### src/sv/scf_pkg.sv
// Package for the servo command framer: widths, byte codes, register reset values,
// register index codes and the item, result, configuration and job types.
// Used by every module of the block; depends on nothing.
package scf_pkg;

  localparam int unsigned PosW     = 16;
  localparam int unsigned ChanW    = 7;
  localparam int unsigned ByteW    = 8;
  localparam int unsigned PulseW   = 14;
  localparam int unsigned SpanW    = 8;
  localparam int unsigned DvdW     = 30;
  localparam int unsigned DivW     = 16;
  localparam int unsigned DivBits  = 6;
  localparam int unsigned DivSteps = DvdW / DivBits;
  localparam int unsigned FrameMax = 6;
  localparam int unsigned CntW     = $clog2(FrameMax + 1);
  localparam int unsigned QDepth   = 2;
  localparam int unsigned AddrW    = 5;
  localparam int unsigned DataW    = 32;

  localparam logic [PosW-1:0] InputMaxDef = 16'd1023;
  localparam logic [PosW-1:0] InputMinDef = 16'd0;

  localparam logic [ByteW-1:0] SyncBin  = 8'h80;
  localparam logic [ByteW-1:0] CmdPos   = 8'h04;
  localparam logic [ByteW-1:0] CmdEn    = 8'h00;
  localparam logic [ByteW-1:0] EnOn     = 8'h7F;
  localparam logic [ByteW-1:0] EnOff    = 8'h00;
  localparam logic [ByteW-1:0] SyncMini = 8'hFF;
  localparam logic [ByteW-1:0] SatByte  = 8'hFF;
  localparam logic [ByteW-1:0] ChanOfs  = 8'd8;

  localparam logic             RstProtocol  = 1'b0;
  localparam logic [6:0]       RstDeviceId  = 7'd1;
  localparam logic [PulseW-1:0] RstPulseLow  = 14'd500;
  localparam logic [PulseW-1:0] RstPulseHigh = 14'd5500;
  localparam logic [SpanW-1:0] RstMiniSpan  = 8'd254;
  localparam logic [PosW-1:0]  RstBandLow   = 16'd256;
  localparam logic [PosW-1:0]  RstBandHigh  = 16'd767;

  typedef enum logic [2:0] {
    RegProtocol  = 3'd0,
    RegDeviceId  = 3'd1,
    RegPulseLow  = 3'd2,
    RegPulseHigh = 3'd3,
    RegMiniSpan  = 3'd4,
    RegBandLow   = 3'd5,
    RegBandHigh  = 3'd6
  } reg_idx_e;

  typedef enum logic [1:0] {
    JobBinPos = 2'd0,
    JobBinEn  = 2'd1,
    JobMini   = 2'd2
  } job_kind_e;

  typedef struct packed {
    logic             action;
    logic [ChanW-1:0] channel;
    logic [PosW-1:0]  position;
    logic             enable_on;
  } cmd_t;

  typedef struct packed {
    logic [ByteW-1:0] out_byte;
    logic             last;
  } rsp_t;

  typedef struct packed {
    logic              protocol_select;
    logic [6:0]        device_id;
    logic [PulseW-1:0] pulse_low;
    logic [PulseW-1:0] pulse_high;
    logic [SpanW-1:0]  mini_span;
    logic [PosW-1:0]   band_low;
    logic [PosW-1:0]   band_high;
  } cfg_t;

  typedef struct packed {
    job_kind_e         kind;
    logic [ByteW-1:0]  chan_byte;
    logic [6:0]        dev_id;
    logic              en_on;
    logic              neg;
    logic              sat;
    logic [PulseW-1:0] offset;
    logic [DivW-1:0]   divisor;
    logic [DvdW-1:0]   dividend;
  } job_t;

endpackage

### src/sv/servo_command_framer.sv
// Top level of the servo command framer: configuration registers on an APB-style
// port, and the front end, job queue and back end. Depends on scf_pkg,
// scf_front, scf_queue and scf_back.
//
// Usage:
//   Commands enter on cmd_i with push/full: an item is taken at a clock edge
//   with push high and full low. Set-position commands out of the input range,
//   and set-enable commands in the mini protocol, are taken and send nothing.
//   Frame bytes leave on rsp_o with empty/pop, oldest first; rsp_o.last marks
//   the final byte of each frame.
//   Path: a byte-producing item passes the queue, the divider and the frame
//   load before its first byte shows; a set-enable item skips the divider.
//   The divider yields 6 quotient bits per cycle and can start the next job as
//   a frame loads; with pop held high a six-byte frame follows the previous one
//   without a gap. Commands are taken each cycle while the two-entry job queue
//   has room.
//   When the receiver stalls, the current byte holds, the divider finishes
//   the next job and waits, and full rises once the queue fills.
//   Reset empties the queue and the output and loads the register defaults.
//   Registers sit at byte address 4*i; write them only while the block is idle.
module servo_command_framer #(
  parameter logic [15:0] INPUT_MAX = scf_pkg::InputMaxDef,
  parameter logic [15:0] INPUT_MIN = scf_pkg::InputMinDef
) (
  input  logic                        clk_i,
  input  logic                        rst_ni,
  input  logic                        psel,
  input  logic                        penable,
  input  logic                        pwrite,
  input  logic [scf_pkg::AddrW-1:0]   paddr,
  input  logic [scf_pkg::DataW-1:0]   pwdata,
  output logic [scf_pkg::DataW-1:0]   prdata,
  output logic                        pready,
  input  scf_pkg::cmd_t               cmd_i,
  input  logic                        push,
  output logic                        full,
  output scf_pkg::rsp_t               rsp_o,
  output logic                        empty,
  input  logic                        pop
);
  import scf_pkg::*;

  cfg_t     cfg_q;
  reg_idx_e reg_idx;
  logic     wr_en;
  logic     accept;
  logic     enq;
  job_t     enq_job;
  job_t     q_job;
  logic     q_valid;
  logic     q_pop;

  assign pready  = 1'b1;
  assign reg_idx = reg_idx_e'(paddr[AddrW-1:2]);
  assign wr_en   = psel && penable && pwrite && pready;

  always_ff @(posedge clk_i or negedge rst_ni) begin
    if (!rst_ni) begin
      cfg_q.protocol_select <= RstProtocol;
      cfg_q.device_id       <= RstDeviceId;
      cfg_q.pulse_low       <= RstPulseLow;
      cfg_q.pulse_high      <= RstPulseHigh;
      cfg_q.mini_span       <= RstMiniSpan;
      cfg_q.band_low        <= RstBandLow;
      cfg_q.band_high       <= RstBandHigh;
    end else if (wr_en) begin
      case (reg_idx)
        RegProtocol:  cfg_q.protocol_select <= pwdata[0];
        RegDeviceId:  cfg_q.device_id       <= pwdata[6:0];
        RegPulseLow:  cfg_q.pulse_low       <= pwdata[PulseW-1:0];
        RegPulseHigh: cfg_q.pulse_high      <= pwdata[PulseW-1:0];
        RegMiniSpan:  cfg_q.mini_span       <= pwdata[SpanW-1:0];
        RegBandLow:   cfg_q.band_low        <= pwdata[PosW-1:0];
        RegBandHigh:  cfg_q.band_high       <= pwdata[PosW-1:0];
        default: ;
      endcase
    end
  end

  always_comb begin
    case (reg_idx)
      RegProtocol:  prdata = DataW'(cfg_q.protocol_select);
      RegDeviceId:  prdata = DataW'(cfg_q.device_id);
      RegPulseLow:  prdata = DataW'(cfg_q.pulse_low);
      RegPulseHigh: prdata = DataW'(cfg_q.pulse_high);
      RegMiniSpan:  prdata = DataW'(cfg_q.mini_span);
      RegBandLow:   prdata = DataW'(cfg_q.band_low);
      RegBandHigh:  prdata = DataW'(cfg_q.band_high);
      default:      prdata = '0;
    endcase
  end

  assign accept = push && !full;

  scf_front #(
    .INPUT_MAX (INPUT_MAX),
    .INPUT_MIN (INPUT_MIN)
  ) u_front (
    .cfg_i    (cfg_q),
    .cmd_i    (cmd_i),
    .accept_i (accept),
    .enq_o    (enq),
    .job_o    (enq_job)
  );

  scf_queue u_queue (
    .clk_i   (clk_i),
    .rst_ni  (rst_ni),
    .push_i  (enq),
    .data_i  (enq_job),
    .full_o  (full),
    .pop_i   (q_pop),
    .data_o  (q_job),
    .valid_o (q_valid)
  );

  scf_back u_back (
    .clk_i     (clk_i),
    .rst_ni    (rst_ni),
    .q_job_i   (q_job),
    .q_valid_i (q_valid),
    .q_pop_o   (q_pop),
    .rsp_o     (rsp_o),
    .empty_o   (empty),
    .pop_i     (pop)
  );

endmodule

### src/sv/scf_front.sv
// Front end: classifies an accepted command, drops the ones that send nothing,
// and forms the job (frame kind, product, divisor). Depends on scf_pkg.
module scf_front #(
  parameter logic [15:0] INPUT_MAX = scf_pkg::InputMaxDef,
  parameter logic [15:0] INPUT_MIN = scf_pkg::InputMinDef
) (
  input  scf_pkg::cfg_t cfg_i,
  input  scf_pkg::cmd_t cmd_i,
  input  logic          accept_i,
  output logic          enq_o,
  output scf_pkg::job_t job_o
);
  import scf_pkg::*;

  logic              in_range;
  logic              in_band;
  logic              neg;
  logic [PulseW-1:0] diff_mag;
  logic [PosW-1:0]   mul_a;
  logic [PulseW-1:0] mul_b;
  logic              keep;

  assign in_range = (cmd_i.position <= INPUT_MAX) && (cmd_i.position >= INPUT_MIN);
  assign in_band  = (cmd_i.position >= cfg_i.band_low) && (cmd_i.position <= cfg_i.band_high);
  assign neg      = cfg_i.pulse_high < cfg_i.pulse_low;
  assign diff_mag = neg ? (cfg_i.pulse_low - cfg_i.pulse_high)
                        : (cfg_i.pulse_high - cfg_i.pulse_low);

  always_comb begin
    keep          = 1'b0;
    mul_a         = cmd_i.position;
    mul_b         = diff_mag;
    job_o.kind    = JobBinPos;
    job_o.chan_byte = {1'b0, cmd_i.channel};
    job_o.dev_id  = cfg_i.device_id;
    job_o.en_on   = cmd_i.enable_on;
    job_o.neg     = neg;
    job_o.sat     = 1'b0;
    job_o.offset  = cfg_i.pulse_low;
    job_o.divisor = INPUT_MAX;
    if (cmd_i.action) begin
      job_o.kind = JobBinEn;
      keep       = !cfg_i.protocol_select;
    end else if (in_range) begin
      keep = 1'b1;
      if (cfg_i.protocol_select) begin
        job_o.kind = JobMini;
        mul_b      = {{(PulseW-SpanW){1'b0}}, cfg_i.mini_span};
        if (in_band) begin
          mul_a         = cmd_i.position - cfg_i.band_low;
          job_o.divisor = cfg_i.band_high - cfg_i.band_low;
          job_o.sat     = (cfg_i.band_high == cfg_i.band_low);
        end else begin
          job_o.chan_byte = {1'b0, cmd_i.channel} + ChanOfs;
        end
      end
    end
    job_o.dividend = DvdW'(mul_a) * DvdW'(mul_b);
  end

  assign enq_o = accept_i && keep;

endmodule

### src/sv/scf_queue.sv
// Short job queue between the front end and the back end.
// Depends on scf_pkg for the job type and depth.
module scf_queue (
  input  logic          clk_i,
  input  logic          rst_ni,
  input  logic          push_i,
  input  scf_pkg::job_t data_i,
  output logic          full_o,
  input  logic          pop_i,
  output scf_pkg::job_t data_o,
  output logic          valid_o
);
  import scf_pkg::*;

  localparam int unsigned PtrW  = (QDepth > 1) ? $clog2(QDepth) : 1;
  localparam int unsigned QCntW = $clog2(QDepth + 1);

  job_t             mem_q [QDepth];
  logic [PtrW-1:0]  wr_ptr_q, rd_ptr_q;
  logic [QCntW-1:0] cnt_q;

  function automatic logic [PtrW-1:0] ptr_next(input logic [PtrW-1:0] p);
    ptr_next = (p == PtrW'(QDepth - 1)) ? '0 : p + 1'b1;
  endfunction

  assign full_o  = (cnt_q == QCntW'(QDepth));
  assign valid_o = (cnt_q != '0);
  assign data_o  = mem_q[rd_ptr_q];

  always_ff @(posedge clk_i) begin
    if (push_i) begin
      mem_q[wr_ptr_q] <= data_i;
    end
  end

  always_ff @(posedge clk_i or negedge rst_ni) begin
    if (!rst_ni) begin
      wr_ptr_q <= '0;
      rd_ptr_q <= '0;
      cnt_q    <= '0;
    end else begin
      if (push_i) begin
        wr_ptr_q <= ptr_next(wr_ptr_q);
      end
      if (pop_i) begin
        rd_ptr_q <= ptr_next(rd_ptr_q);
      end
      if (push_i && !pop_i) begin
        cnt_q <= cnt_q + 1'b1;
      end else if (pop_i && !push_i) begin
        cnt_q <= cnt_q - 1'b1;
      end
    end
  end

endmodule

### src/sv/scf_divider.sv
// Iterative unsigned divider, several quotient bits per cycle.
// Depends on scf_pkg for the operand widths and step counts.
module scf_divider (
  input  logic                        clk_i,
  input  logic                        rst_ni,
  input  logic                        start_i,
  input  logic [scf_pkg::DvdW-1:0]    dividend_i,
  input  logic [scf_pkg::DivW-1:0]    divisor_i,
  output logic                        busy_o,
  output logic [scf_pkg::DvdW-1:0]    quotient_o
);
  import scf_pkg::*;

  localparam int unsigned StepCntW = $clog2(DivSteps + 1);

  logic [DivW-1:0]     rem_q, rem_d;
  logic [DvdW-1:0]     quo_q, quo_d;
  logic [DivW-1:0]     div_q;
  logic [StepCntW-1:0] cnt_q;

  always_comb begin
    logic [DivW:0] t;
    rem_d = rem_q;
    quo_d = quo_q;
    t     = '0;
    for (int k = 0; k < DivBits; k++) begin
      t     = {rem_d, quo_d[DvdW-1]};
      quo_d = {quo_d[DvdW-2:0], 1'b0};
      if (t >= {1'b0, div_q}) begin
        t        = t - {1'b0, div_q};
        quo_d[0] = 1'b1;
      end
      rem_d = t[DivW-1:0];
    end
  end

  always_ff @(posedge clk_i) begin
    if (start_i) begin
      rem_q <= '0;
      quo_q <= dividend_i;
      div_q <= divisor_i;
    end else if (busy_o) begin
      rem_q <= rem_d;
      quo_q <= quo_d;
    end
  end

  always_ff @(posedge clk_i or negedge rst_ni) begin
    if (!rst_ni) begin
      cnt_q <= '0;
    end else if (start_i) begin
      cnt_q <= StepCntW'(DivSteps);
    end else if (busy_o) begin
      cnt_q <= cnt_q - 1'b1;
    end
  end

  assign busy_o     = (cnt_q != '0);
  assign quotient_o = quo_q;

endmodule

### src/sv/scf_back.sv
// Back end: takes jobs from the queue, runs the divider, builds the frame and
// shifts it out one byte per result item. Depends on scf_pkg and scf_divider.
module scf_back (
  input  logic          clk_i,
  input  logic          rst_ni,
  input  scf_pkg::job_t q_job_i,
  input  logic          q_valid_i,
  output logic          q_pop_o,
  output scf_pkg::rsp_t rsp_o,
  output logic          empty_o,
  input  logic          pop_i
);
  import scf_pkg::*;

  logic             d_valid_q;
  job_t             d_job_q;
  logic             div_start;
  logic             div_busy;
  logic [DvdW-1:0]  quo;
  logic             d_done;
  logic             s_free;
  logic             s_load;
  logic [CntW-1:0]  s_cnt_q;
  logic [ByteW-1:0] s_bytes_q [FrameMax];
  logic [ByteW-1:0] frame [FrameMax];
  logic [CntW-1:0]  frame_len;
  logic [PulseW-1:0] q_signed;
  logic [PulseW-1:0] q_pos;

  scf_divider u_div (
    .clk_i      (clk_i),
    .rst_ni     (rst_ni),
    .start_i    (div_start),
    .dividend_i (q_job_i.dividend),
    .divisor_i  (q_job_i.divisor),
    .busy_o     (div_busy),
    .quotient_o (quo)
  );

  assign d_done    = d_valid_q && !div_busy;
  assign s_free    = (s_cnt_q == '0) || (pop_i && (s_cnt_q == CntW'(1)));
  assign s_load    = d_done && s_free;
  assign q_pop_o   = q_valid_i && (!d_valid_q || s_load);
  assign div_start = q_pop_o && (q_job_i.kind != JobBinEn);

  assign q_signed = d_job_q.neg ? (PulseW'(0) - quo[PulseW-1:0]) : quo[PulseW-1:0];
  assign q_pos    = d_job_q.offset + q_signed;

  always_comb begin
    for (int k = 0; k < FrameMax; k++) begin
      frame[k] = '0;
    end
    frame_len = CntW'(3);
    case (d_job_q.kind)
      JobBinPos: begin
        frame[0]  = SyncBin;
        frame[1]  = {1'b0, d_job_q.dev_id};
        frame[2]  = CmdPos;
        frame[3]  = d_job_q.chan_byte;
        frame[4]  = {1'b0, q_pos[13:7]};
        frame[5]  = {1'b0, q_pos[6:0]};
        frame_len = CntW'(6);
      end
      JobBinEn: begin
        frame[0]  = SyncBin;
        frame[1]  = {1'b0, d_job_q.dev_id};
        frame[2]  = CmdEn;
        frame[3]  = d_job_q.chan_byte;
        frame[4]  = d_job_q.en_on ? EnOn : EnOff;
        frame_len = CntW'(5);
      end
      default: begin
        frame[0]  = SyncMini;
        frame[1]  = d_job_q.chan_byte;
        frame[2]  = d_job_q.sat ? SatByte : quo[ByteW-1:0];
        frame_len = CntW'(3);
      end
    endcase
  end

  always_ff @(posedge clk_i) begin
    if (q_pop_o) begin
      d_job_q <= q_job_i;
    end
    if (s_load) begin
      for (int k = 0; k < FrameMax; k++) begin
        s_bytes_q[k] <= frame[k];
      end
    end else if (pop_i && !empty_o) begin
      for (int k = 0; k < FrameMax - 1; k++) begin
        s_bytes_q[k] <= s_bytes_q[k+1];
      end
      s_bytes_q[FrameMax-1] <= '0;
    end
  end

  always_ff @(posedge clk_i or negedge rst_ni) begin
    if (!rst_ni) begin
      d_valid_q <= 1'b0;
      s_cnt_q   <= '0;
    end else begin
      if (q_pop_o) begin
        d_valid_q <= 1'b1;
      end else if (s_load) begin
        d_valid_q <= 1'b0;
      end
      if (s_load) begin
        s_cnt_q <= frame_len;
      end else if (pop_i && !empty_o) begin
        s_cnt_q <= s_cnt_q - 1'b1;
      end
    end
  end

  assign empty_o        = (s_cnt_q == '0);
  assign rsp_o.out_byte = s_bytes_q[0];
  assign rsp_o.last     = (s_cnt_q == CntW'(1));

  a_cnt_bound: assert property (@(posedge clk_i) disable iff (!rst_ni)
    s_cnt_q <= CntW'(FrameMax))
    else $error("frame byte count above frame size");

  a_start_idle: assert property (@(posedge clk_i) disable iff (!rst_ni)
    div_start |-> !div_busy)
    else $error("divider restarted while busy");

  a_frame_len: assert property (@(posedge clk_i) disable iff (!rst_ni)
    s_load |=> (s_cnt_q == CntW'(3) || s_cnt_q == CntW'(5) || s_cnt_q == CntW'(6)))
    else $error("loaded frame has a bad length");

  a_drain: assert property (@(posedge clk_i) disable iff (!rst_ni)
    (pop_i && (s_cnt_q == CntW'(1)) && !s_load) |=> empty_o)
    else $error("output not empty after last byte");

endmodule

### config.mk
export PLATFORM = sky130hd
export DESIGN_NAME = servo_command_framer
export DESIGN_NICKNAME = d
export VERILOG_FILES = /design/src/sv/scf_pkg.sv /design/src/sv/servo_command_framer.sv /design/src/sv/scf_front.sv /design/src/sv/scf_queue.sv /design/src/sv/scf_divider.sv /design/src/sv/scf_back.sv
export SDC_FILE = /design/constraint.sdc
export NUM_CORES = 2
export LEC_CHECK = 0
export BUFFER_PORTS_ARGS = -buffer_cell sky130_fd_sc_hd__buf_2
export CAP_MARGIN = 0
export CORE_UTILIZATION = 65
export CTS_CLUSTER_DIAMETER = 60
export DETAILED_ROUTE_END_ITERATION = 8
export PLACE_DENSITY = 0.83
export SLEW_MARGIN = 20
export SYNTH_ARGS = -nofsm -noshare
export SYNTH_HDL_FRONTEND = slang
export SYNTH_SLANG_ARGS = --single-unit
### constraint.sdc
create_clock -name clk_i -period 26.8 [get_ports clk_i]
set_clock_uncertainty 0.15 [all_clocks]
set_input_delay 2.68 -clock clk_i [delete_from_list [all_inputs] [get_ports clk_i]]
set_output_delay 2.68 -clock clk_i [all_outputs]
set_load 0.03 [all_outputs]
==> out/metrics.csv <==
stage,metric,value,unit
outcome,status,"finished, final reports clean",
run,max-cap violation count,0,
global_routing,global route overflow,0,
synthesis,Area contributors post-synth,"edfxtp_1, ha_1, fa_1",
detailed_routing,# DRC,0,
global_routing,vias in the first global route,24500,
placed_design,detailed placement HPWL,60500,µm
worst_setup_path,largest stage delay on the critical path,0.77,ns
sta,Tightest Pin Transition,1.11,ns
global_routing,largest net degree at the start of global routing,78,
detailed_routing,Routed WL,80200,µm
floorplanning,area of the die,49900,µm²
sta,setup_tns,0,ns
worst_setup_path,flop-to-flop setup slack,8.52,ns
synthesis,ys flop type,edfxtp_1,
worst_setup_path,CP endpoint kind,flip-flop,
global_routing,global-route wire length before repair,127000,µm
worst_setup_path,reg2reg start,u_back.u_div.div_q[8],
layout,nets,3730,
detailed_routing,Vias/cell,6.23,
synthesis,asr flop ratio synth,22.4,%
worst_setup_path,CP max FO,23,
sta,"Hold Vio Cnt, Final",0,
hold_path,worst hold-check path type,flip-flop to flip-flop,
synthesis,YS warnings,0,
clocking,CTS tree,done,
placed_design,port bufs,77,
synthesis,post-synth cell types,90,
floorplanning,I/O pin count,113,
synthesis,Syn Inst Count,3155,
synthesis,"count leader, synth",nand2_1,
sta,"Setup violations, final",0,
sta,worst rel slew slack,25.9,%
detailed_routing,Via Count,24000,
clocking,cts hold-fix bufs,0,
synthesis,share of the synthesized area in the top cell type,26.9,%
worst_setup_path,CP startpoint kind,flip-flop,
layout,synth-to-layout area growth,7.09,%
sta,Max Clk Rate,54.7,MHz
synthesis,dominant cell type by area after synthesis,edfxtp_1,
detailed_routing,routed len/inst,20.8,µm
global_routing,initial antenna violation count,2,
clocking,H-tree depth,2,
sta,unrepaired setup endpoints after global routing,no,
clocking,Clock transition at path regs,0.06,ns
hold_path,Worst Hold Depth,2,
clocking,Sink Count,389,
clocking,Worst-Skew Late Latency,0.58,ns
layout,fillers,3344,
worst_setup_path,Crit path max-delay family,compound AO/OA/AOI/OAI gates,
floorplanning,Die Y,223,µm
sta,Final min period,18.28,ns
clocking,Resize count post-CTS,0,
clocking,TritonCTS buffer count,41,
worst_setup_path,"most used cell, CP",a21oi_1,
synthesis,commonest cells in the netlist,"nand2_1, inv_1, edfxtp_1",
detailed_routing,Initial DRT Pass Iterations,6,
detailed_routing,"antenna viol nets, final",0,
placed_design,RePlAce Congestion,0.931,
worst_setup_path,CP max-delay cell,nor3_4,
synthesis,Mapped Area,31900,µm²
synthesis,Mean Syn Cell Area,10.1,µm²
worst_setup_path,"Data arrival, critical path",18.54,ns
sta,pins over their slew limit,0,
hold_path,Worst Min Path Start,u_queue.cnt_q[1],
synthesis,sequential area share after synthesis,34.9,%
worst_setup_path,critical path class,flip-flop to flip-flop,
clocking,postcts setup bufs,0,
worst_setup_path,Worst R2R Path Depth,71,
layout,layout cell share with drive strength beyond 1,11.9,%
clocking,CTS root buf,clkbuf_16,
global_routing,Total GRT Usage,32.6,%
synthesis,register bit total from synthesis,389,
worst_setup_path,crit path buf inv count,6,
worst_setup_path,Worst EP required,27.06,ns
clocking,deepest clock path buffer count,3,
hold_path,hold worst-path end,u_back.d_valid_q,
floorplanning,Placeable Area,48000,µm²
synthesis,"EDFF count, synth",286,
worst_setup_path,RR Endpoint,u_back.u_div.rem_q[5],
floorplanning,Row Count,80,
sta,crit share post-route,68.2,%
detailed_routing,initial drt markers,1918,
floorplanning,Starting Density,66.4,%
floorplanning,Chip Width,223,µm
-- cells by family after synthesis --
logic type | synth area share [%]
compound gates | 12.3
xor+xnor | 4.39
fa+ha+maj | 22.2
buf+inv | 5.50
flops | 34.9
mux | 8.18
other cells | 0.0236
simple gates | 12.5
-- cell usage in the layout (no fill, tap or decap), types with 26 or more instances in the layout --
cell type	Yosys	routed
nand2_1	333	333
inv_1	314	314
edfxtp_1	286	286
ha_1	285	285
nor2_1	214	213
a21oi_1	182	181
fa_1	176	176
o21ai_0	163	162
mux2_2	140	140
xnor2_1	122	122
a21o_1	89	89
mux2i_1	84	84
buf_2	3	76
dfrtp_1	55	54
nor2b_1	49	49
clkbuf_16	0	42
nor3_1	43	41
nand2b_1	39	39
xor2_1	38	38
dfstp_2	32	32
o21a_1	30	30
and2_1	30	29
buf_4	25	27
nand4_1	26	26
-- flip-flops by register name (all words and copies together), names as in the netlist --
signal                   count
cfg_q                       76
u_back.d_job_q              34
u_back.d_valid_q             1
u_back.s_bytes_q            46
u_back.s_cnt_q               3
u_back.u_div.cnt_q           3
u_back.u_div.div_q          16
u_back.u_div.quotient_o     30
u_back.u_div.rem_q          16
u_queue.cnt_q                2
u_queue.mem_q              160
u_queue.rd_ptr_q             1
u_queue.wr_ptr_q             1
-- worst min-delay path, stage by stage, from the launching register on --
cell	delay (ns)
dfrtp_1	0.37
nor2_1	0.05
nand2_1	0.05
-- worst max-delay path by stage --
stage,startpoint,endpoint,depth (start not counted)
after floorplan,u_back.u_div.div_q[1],u_back.u_div.rem_q[14],74
after global placement,u_back.u_div.div_q[1],u_back.u_div.rem_q[7],69
after detailed placement,u_back.u_div.div_q[1],u_back.u_div.rem_q[7],69
after CTS,u_back.u_div.div_q[10],u_back.u_div.rem_q[7],70
after global routing,u_back.u_div.div_q[1],u_back.u_div.rem_q[5],70
final,u_back.u_div.div_q[8],u_back.u_div.rem_q[5],71
-- per-stage QoR --
stage	instances	hold WS, ns	util [%]	instance area [µm²]	setup slack (ns)
floorplan	3170	0.293	-	31900	12.02
global placement	3771	0.319	68.2	32800	8.97
detailed placement	3771	0.331	68.2	32800	8.68
CTS	3844	0.353	71.0	34100	8.58
global route	3845	0.371	71.1	34100	7.09
finish	3846	0.352	71.1	34100	8.52
-- routing by layer --
| metal | part of all wire, % | global-route usage, % | wire length [µm] |
|---|---|---|---|
| met1 | 40 | 41.3 | 31900 |
| met2 | 49 | 56.0 | 39300 |
| met3 | 6.8 | 4.19 | 5440 |
| met4 | 4.4 | 14.7 | 3540 |
| met5 | 0.016 | 0 | 13 |
-- layout make-up --
type	count	area, µm²	share of cell area, %
multi-input combinational	2349	19100	56.0
clock inverter	24	279	0.817
antenna	1	2.50	0.00733
sequential	389	11100	32.6
clock buffer	49	1080	3.15
timing repair buffer	104	594	1.74
inverter	315	1180	3.46
tap	615	769	2.25
Power is left out: the tool's default activity adds up to more than one toggle a clock period on the data nets, which glitch-free logic cannot reach.
